[src/rtl/rrq_pkg.sv]
// Shared types and codes for the resource request queue.
`default_nettype none

package rrq_pkg;

	localparam int unsigned COUNT_W = 16;
	localparam int unsigned TAG_W   = 16;

	typedef logic [COUNT_W-1:0] count_t;
	typedef logic [TAG_W-1:0]   tag_t;

	typedef enum logic [2:0] {
		ST_SUCCESS      = 3'd0,
		ST_INSUFFICIENT = 3'd1,
		ST_FULL         = 3'd2,
		ST_PENDING      = 3'd3,
		ST_EMPTY        = 3'd4
	} status_t;

	localparam logic FUNC_GET    = 1'b0;
	localparam logic FUNC_RESUME = 1'b1;

	localparam logic [1:0] REQ_SYNC    = 2'd0;
	localparam logic [1:0] REQ_PARTIAL = 2'd2;

	// one queued request
	typedef struct packed {
		count_t count;
		logic   partial;
		tag_t   tag;
	} entry_t;

endpackage

`default_nettype wire

[src/rtl/resource_request_queue_unit.sv]
// Resource request admission queue: FIFO of pending requests with grant logic.
// Path: a taken word goes through the input register, then single-pass grant
//   logic into the result register; queue state updates along with it.
// Throughput: one word per cycle while the master side does not stall.
// Reset: arst_n clears valids, pointers and occupancy; queue entries stay
//   undefined, no clearing pass, so a word can be taken right after reset.
`default_nettype none

module resource_request_queue_unit #(
	parameter int unsigned QUEUE_DEPTH = 16
) (
	input  wire logic        clk,
	input  wire logic        arst_n,
	// slave side
	input  wire logic        s_tvalid,
	output logic             s_tready,
	// [15:0] req_count, [17:16] rtype, [33:18] avail_count, [49:34] req_tag
	input  wire logic [55:0] s_tdata,
	// [0] func
	input  wire logic        s_tuser,
	// master side
	output logic             m_tvalid,
	input  wire logic        m_tready,
	// [2:0] status, [18:3] granted_count, [34:19] resp_tag
	output logic [39:0]      m_tdata
);

	localparam int unsigned PTR_W = (QUEUE_DEPTH > 1) ? $clog2(QUEUE_DEPTH) : 1;
	localparam int unsigned OCC_W = $clog2(QUEUE_DEPTH + 1);
	localparam logic [PTR_W-1:0] PTR_LAST = PTR_W'(QUEUE_DEPTH - 1);
	localparam logic [OCC_W-1:0] OCC_FULL = OCC_W'(QUEUE_DEPTH);

	// ---------------- input register ----------------
	logic                 valid_s1;
	logic                 func_s1;
	rrq_pkg::count_t      req_count_s1;
	logic [1:0]           rtype_s1;
	rrq_pkg::count_t      avail_s1;
	rrq_pkg::tag_t        req_tag_s1;

	// result register
	logic                 out_valid_q;
	rrq_pkg::status_t     out_status_q;
	rrq_pkg::count_t      out_grant_q;
	rrq_pkg::tag_t        out_tag_q;

	// queue control
	logic [PTR_W-1:0]     head_ptr_q;
	logic [PTR_W-1:0]     tail_ptr_q;
	logic [OCC_W-1:0]     occ_q;

	// entry storage, head entry held in a read register
	rrq_pkg::entry_t      mem_q [QUEUE_DEPTH];
	rrq_pkg::entry_t      head_q;

	logic                 advance;  // s1 moves into the result register
	logic                 fire;     // an item is processed this cycle

	assign advance  = !out_valid_q || m_tready;
	assign fire     = valid_s1 && advance;
	assign s_tready = !valid_s1 || advance;

	always_ff @(posedge clk or negedge arst_n) begin
		if (!arst_n) begin
			valid_s1 <= 1'b0;
		end else if (s_tready) begin
			valid_s1 <= s_tvalid;
		end
	end

	always_ff @(posedge clk) begin
		if (s_tready && s_tvalid) begin
			func_s1      <= s_tuser;
			req_count_s1 <= s_tdata[15:0];
			rtype_s1     <= s_tdata[17:16];
			avail_s1     <= s_tdata[33:18];
			req_tag_s1   <= s_tdata[49:34];
		end
	end

	// ---------------- grant decision ----------------
	rrq_pkg::status_t     status_c;
	rrq_pkg::count_t      grant_c;
	rrq_pkg::tag_t        tag_c;
	logic                 push_c;
	logic                 pop_c;
	logic                 upd_c;
	rrq_pkg::entry_t      push_entry_c;
	logic                 q_empty;
	logic                 q_full;

	assign q_empty = (occ_q == '0);
	assign q_full  = (occ_q == OCC_FULL);

	always_comb begin
		status_c     = rrq_pkg::ST_SUCCESS;
		grant_c      = '0;
		tag_c        = '0;
		push_c       = 1'b0;
		pop_c        = 1'b0;
		upd_c        = 1'b0;
		push_entry_c = '{count: req_count_s1, partial: 1'b0, tag: req_tag_s1};

		if (func_s1 == rrq_pkg::FUNC_GET) begin
			if (q_empty && (req_count_s1 <= avail_s1)) begin
				status_c = rrq_pkg::ST_SUCCESS;
				grant_c  = req_count_s1;
			end else if (rtype_s1 == rrq_pkg::REQ_SYNC) begin
				status_c = rrq_pkg::ST_INSUFFICIENT;
			end else if (q_full) begin
				status_c = rrq_pkg::ST_FULL;
			end else begin
				status_c = rrq_pkg::ST_PENDING;
				push_c   = 1'b1;
				// partial-ok on empty queue: hand out what is there, queue the rest
				if (rtype_s1 == rrq_pkg::REQ_PARTIAL && q_empty) begin
					grant_c              = avail_s1;
					push_entry_c.count   = req_count_s1 - avail_s1;
					push_entry_c.partial = 1'b1;
				end
			end
		end else begin
			if (q_empty) begin
				status_c = rrq_pkg::ST_EMPTY;
			end else begin
				tag_c = head_q.tag;
				if (head_q.count > avail_s1) begin
					if (head_q.partial) begin
						status_c = rrq_pkg::ST_PENDING;
						grant_c  = avail_s1;
						upd_c    = 1'b1;
					end else begin
						status_c = rrq_pkg::ST_INSUFFICIENT;
					end
				end else begin
					status_c = rrq_pkg::ST_SUCCESS;
					grant_c  = head_q.count;
					pop_c    = 1'b1;
				end
			end
		end
	end

	// ---------------- queue storage ----------------
	logic                 wr_en;
	logic [PTR_W-1:0]     wr_addr;
	rrq_pkg::entry_t      wr_data;
	logic [PTR_W-1:0]     head_next;
	logic [PTR_W-1:0]     tail_next;
	logic [PTR_W-1:0]     rd_addr;

	assign head_next = (head_ptr_q == PTR_LAST) ? '0 : head_ptr_q + PTR_W'(1);
	assign tail_next = (tail_ptr_q == PTR_LAST) ? '0 : tail_ptr_q + PTR_W'(1);

	// one write port: push at tail, or rewrite head remainder on partial resume
	assign wr_en   = fire && (push_c || upd_c);
	assign wr_addr = push_c ? tail_ptr_q : head_ptr_q;
	assign wr_data = push_c ? push_entry_c
	                        : rrq_pkg::entry_t'{count: head_q.count - avail_s1,
	                                            partial: 1'b1, tag: head_q.tag};
	// read the entry that will be head after this cycle
	assign rd_addr = (fire && pop_c) ? head_next : head_ptr_q;

	always_ff @(posedge clk) begin
		if (wr_en) begin
			mem_q[wr_addr] <= wr_data;
		end
		// write-first forwarding keeps head_q equal to the stored head entry
		if (wr_en && (wr_addr == rd_addr)) begin
			head_q <= wr_data;
		end else begin
			head_q <= mem_q[rd_addr];
		end
	end

	always_ff @(posedge clk or negedge arst_n) begin
		if (!arst_n) begin
			head_ptr_q <= '0;
			tail_ptr_q <= '0;
			occ_q      <= '0;
		end else if (fire) begin
			if (push_c) begin
				tail_ptr_q <= tail_next;
				occ_q      <= occ_q + OCC_W'(1);
			end else if (pop_c) begin
				head_ptr_q <= head_next;
				occ_q      <= occ_q - OCC_W'(1);
			end
		end
	end

	// ---------------- result register ----------------
	always_ff @(posedge clk or negedge arst_n) begin
		if (!arst_n) begin
			out_valid_q <= 1'b0;
		end else if (advance) begin
			out_valid_q <= valid_s1;
		end
	end

	always_ff @(posedge clk) begin
		if (fire) begin
			out_status_q <= status_c;
			out_grant_q  <= grant_c;
			out_tag_q    <= tag_c;
		end
	end

	assign m_tvalid = out_valid_q;
	assign m_tdata  = {5'b0, out_tag_q, out_grant_q, out_status_q};

`ifndef SYNTH
	a_occ_bound: assert property (@(posedge clk) disable iff (!arst_n)
		occ_q <= OCC_FULL)
		else $error("occupancy above queue depth");

	a_ptr_align: assert property (@(posedge clk) disable iff (!arst_n)
		(occ_q == '0 || occ_q == OCC_FULL) |-> head_ptr_q == tail_ptr_q)
		else $error("pointers disagree with occupancy");

	a_push_grow: assert property (@(posedge clk) disable iff (!arst_n)
		(fire && push_c) |=> occ_q == $past(occ_q) + OCC_W'(1))
		else $error("push did not grow queue");

	a_pop_shrink: assert property (@(posedge clk) disable iff (!arst_n)
		(fire && pop_c) |=> occ_q == $past(occ_q) - OCC_W'(1))
		else $error("pop did not shrink queue");

	a_s1_hold: assert property (@(posedge clk) disable iff (!arst_n)
		(valid_s1 && !advance) |=> valid_s1)
		else $error("stalled word dropped from input register");
`endif

endmodule

`default_nettype wire

[config.mk]
export PLATFORM = sky130hd
export DESIGN_NAME = resource_request_queue_unit
export DESIGN_NICKNAME = d
export VERILOG_FILES = /design/src/rtl/rrq_pkg.sv /design/src/rtl/resource_request_queue_unit.sv
export SDC_FILE = /design/constraint.sdc
export NUM_CORES = 1
export LEC_CHECK = 0
export BUFFER_PORTS_ARGS = -buffer_cell sky130_fd_sc_hd__clkbuf_2
export CORE_MARGIN = 1.5
export CORE_UTILIZATION = 45
export DETAILED_ROUTE_END_ITERATION = 8
export HOLD_SLACK_MARGIN = 0.08
export PLACE_DENSITY = 0.65
export SLEW_MARGIN = 5
export SYNTH_ARGS = -nofsm -noshare
export SYNTH_HDL_FRONTEND = slang
export SYNTH_SLANG_ARGS = --single-unit
[constraint.sdc]
create_clock -name clk -period 10.7 [get_ports clk]
set_clock_uncertainty 0.15 [all_clocks]
set_input_delay 0.535 -clock clk [delete_from_list [all_inputs] [get_ports clk]]
set_output_delay 0.535 -clock clk [all_outputs]
set_load 0.05 [all_outputs]
==> flow_summary.ini <==
[status]
status = completed

[power_and_ir_drop]
p_clk_share_pct = 24.2
power_switching_w = 0.00304
p_seq_share_pct = 41.2
internal-power_w = 0.00607
swShare_pct = 33.4
p_per_area_nw_per_um2 = 299
p_leak_nw = 10.2
p_comb_share_pct = 34.6
peakVddDrop_v = 0.000181
p_total_w = 0.00911

[timing]
clock.fmax_mhz = 142
fin_setup_tns_ns = 0
fin_hold_ws_ns = 0.232
min_period_ns = 7.05
report.final.setup_viol = 0
relSlewSlack_pct = 14.1
finalMaxSlewViolations = 0
finalCritPeriodShare_pct = 65.9
worst_pin_slew_ns = 1.29
rsz0062_at_grt = no
hold_viol = 0

[setup_path]
slowest_delay_ns = 0.98
cp_max_fo = 64
worstSetupEndpointType = flop
worst-endpoint-arrival_ns = 7.15
critical-path-slowest-cell = dfxtp_4
path_class = flop to flop
critPathLaunchType = flop
cp.required_ns = 10.80
worstPathCellList = buf_4, mux4_2, mux4_2, ha_1, nand2_1, o21ai_2, a221oi_4, o31ai_4, nand4b_4, o21a_1, nor4_2, buf_4

[cts]
cts_buffer_depth = 3
htreeDepth = 2
ctsResizeCount = 0
cts.sinks = 633
postCtsSetupBuffers = 0
insertion_delay_ns = 0.64
path_clk_slew_ns = 0.06
cts_made_buffers = 61
cts_tree = yes
cts-root-buf = clkbuf_16
post_cts_hold_buffer_count = 55

[synth]
yosys_most_used_dff = edfxtp_1
ys_types = 80
syn_avg_cell_area_um2 = 19.4
synthCells = 1360
synthArstFlopShare_pct = 2.37
synth-edff-count = 614
yosys_warnings = 0
yosysSeqAreaShare_pct = 71.4
ys_seq_elements = 633
syn_area_um2 = 26400

[placed_design]
gp_congestion = 0.888
hpwl_um = 32100
portBuffers = 91

[cells_and_area]
multi_input_area_um2 = 7180
fill_cells = 4551
final_util_pct = 52.7
drive_gt1_share_pct = 27.6
mostFrequentLayoutCell = edfxtp_1
syn2layout_area_growth_pct = 15.4
mostFrequentLayoutCells = 614 x edfxtp_1, 164 x mux4_2, 91 x clkbuf_2
regArea_um2 = 18900
nets = 1641
diodes = 0

[floorplan]
core_um2 = 57900
ios = 103
row_count = 88
start_util_pct = 45.7
die_h_um = 245
die_w_um = 245
dieArea_um2 = 60200

[global_route]
first_global_vias = 14220
track_usage_pct = 20.2
antenna_found_initial = 1
grt_pass1_wl_um = 90000
grt_max_degree = 70
overflow = 0

[drt]
drt-pass1-iter-count = 5
vias = 13734
drc = 0
first_iter_violations = 1551
ant_nets = 0
routed_wl_um = 59600
via_per_inst = 5.84
routedWlPerCell_um = 25.3

[run]
maxCapViolations = 0

[min_path]
min_path_type = input pin to asynchronous set/reset pin
-- critical path, delay by kind of cell, from the launching register on --
kind                       cells  cell delay (ns)
AOI/OAI and AO/OA              4             1.42
adders and majority gates      1             0.37
and+or+nand+nor                3             1.40
DFF                            1             0.98
muxes                          2             0.99
buffers and inverters          2             1.27
-- synth_stat cells (4+ instances only) --
library cell,number,area (µm²)
a21o_1,16,120
nor2_1,31,116
mux2i_1,12,120
nand3_1,7,35.0
a211oi_1,8,60.1
nor2b_1,12,75.1
xor2_1,10,87.6
clkbuf_1,29,109
and3_1,16,100
nand2b_1,9,56.3
dfxtp_1,4,80.1
nor4_2,5,62.6
and2_1,6,37.5
a21oi_1,41,205
mux4_2,164,3690
mux2_2,4,45.0
nor3_1,7,35.0
nand4_1,4,25.0
o32ai_1,5,43.8
o21a_1,8,60.1
mux2i_2,4,55.1
ha_1,39,488
nand3b_1,5,37.5
o21ai_0,22,110
nor4_1,13,81.3
edfxtp_1,614,18400
a221o_1,16,160
xnor2_1,18,158
buf_4,9,67.6
nand2_1,79,297
buf_2,17,85.1
a31oi_1,8,50.1
dfrtp_1,15,375
buf_6,10,113
inv_1,32,120
-- per-stage QoR --
step / setup WS [ns] / std cells / area (µm²)
floorplan: 3.18 / 1364 / 26500
global placement: 3.59 / 2185 / 27900
detailed placement: 3.54 / 2185 / 27900
CTS: 3.51 / 2353 / 30500
global route: 3.27 / 2353 / 30500
finish: 3.65 / 2353 / 30500
-- power groups by stage --
| stage | combinational (W) | sequential, W | clock [W] |
|---|---|---|---|
| CTS | 0.00314 | 0.00376 | 0.00225 |
| global route | 0.00342 | 0.00379 | 0.00234 |
| finish | 0.00315 | 0.00376 | 0.00220 |
| global placement | 0.00303 | 0.00380 | 0 |
| floorplan | 0.00219 | 0.00386 | 0 |
| detailed placement | 0.00312 | 0.00381 | 0 |
-- final timing paths --
path / endpoint / slack, ns / depth (start not counted)
min in group clk: m_tvalid / 0.35 / 1
hold reg to reg: m_tvalid / 0.35 / 1
setup reg to reg: mem_q[1][23] / 3.65 / 12
hold / removal: tail_ptr_q[3] / 0.23 / 2
setup / recovery: mem_q[1][23] / 3.65 / 12
max in group asynchronous: occ_q[2] / 9.88 / 2
-- logic make-up after synthesis --
| kind of cell | after synthesis | synth area share, % |
|---|---|---|
| DFF | 633 | 71.4 |
| and+or+nand+nor | 205 | 4.09 |
| muxes | 187 | 14.9 |
| AOI/OAI and AO/OA | 163 | 4.57 |
| buffers and inverters | 101 | 1.94 |
| adders and majority gates | 42 | 2.07 |
| xor gates and xnor gates | 28 | 0.927 |
| other | 1 | 0.0142 |
-- final cells by class --
class | instances | share of cell area (%)
inverter | 33 | 0.414
clock buffer | 70 | 5.11
timing repair buffer | 179 | 4.15
sequential | 633 | 62.0
multi-input combinational | 630 | 23.5
clock inverter | 43 | 1.69
tap | 765 | 3.14
-- state kept, by name (all words and copies together) (netlist names), named ones only --
register,flops
avail_s1,16
func_s1,1
head_ptr_q,4
m_tvalid,1
mem_q,528
occ_q,5
out_grant_q,16
out_status_q,3
out_tag_q,16
req_count_s1,16
req_tag_s1,16
rtype_s1,2
tail_ptr_q,4
valid_s1,1
-- layer usage --
metal	wire length (µm)	vias to the layer above	GRT usage, %
met4	1150	0	4.93
met1	25300	7216	28.6
met5	0	-	0
met3	3700	93	2.83
li1	-	5945	-
met2	29500	480	33.3
(Power assumes the default switching activity.)
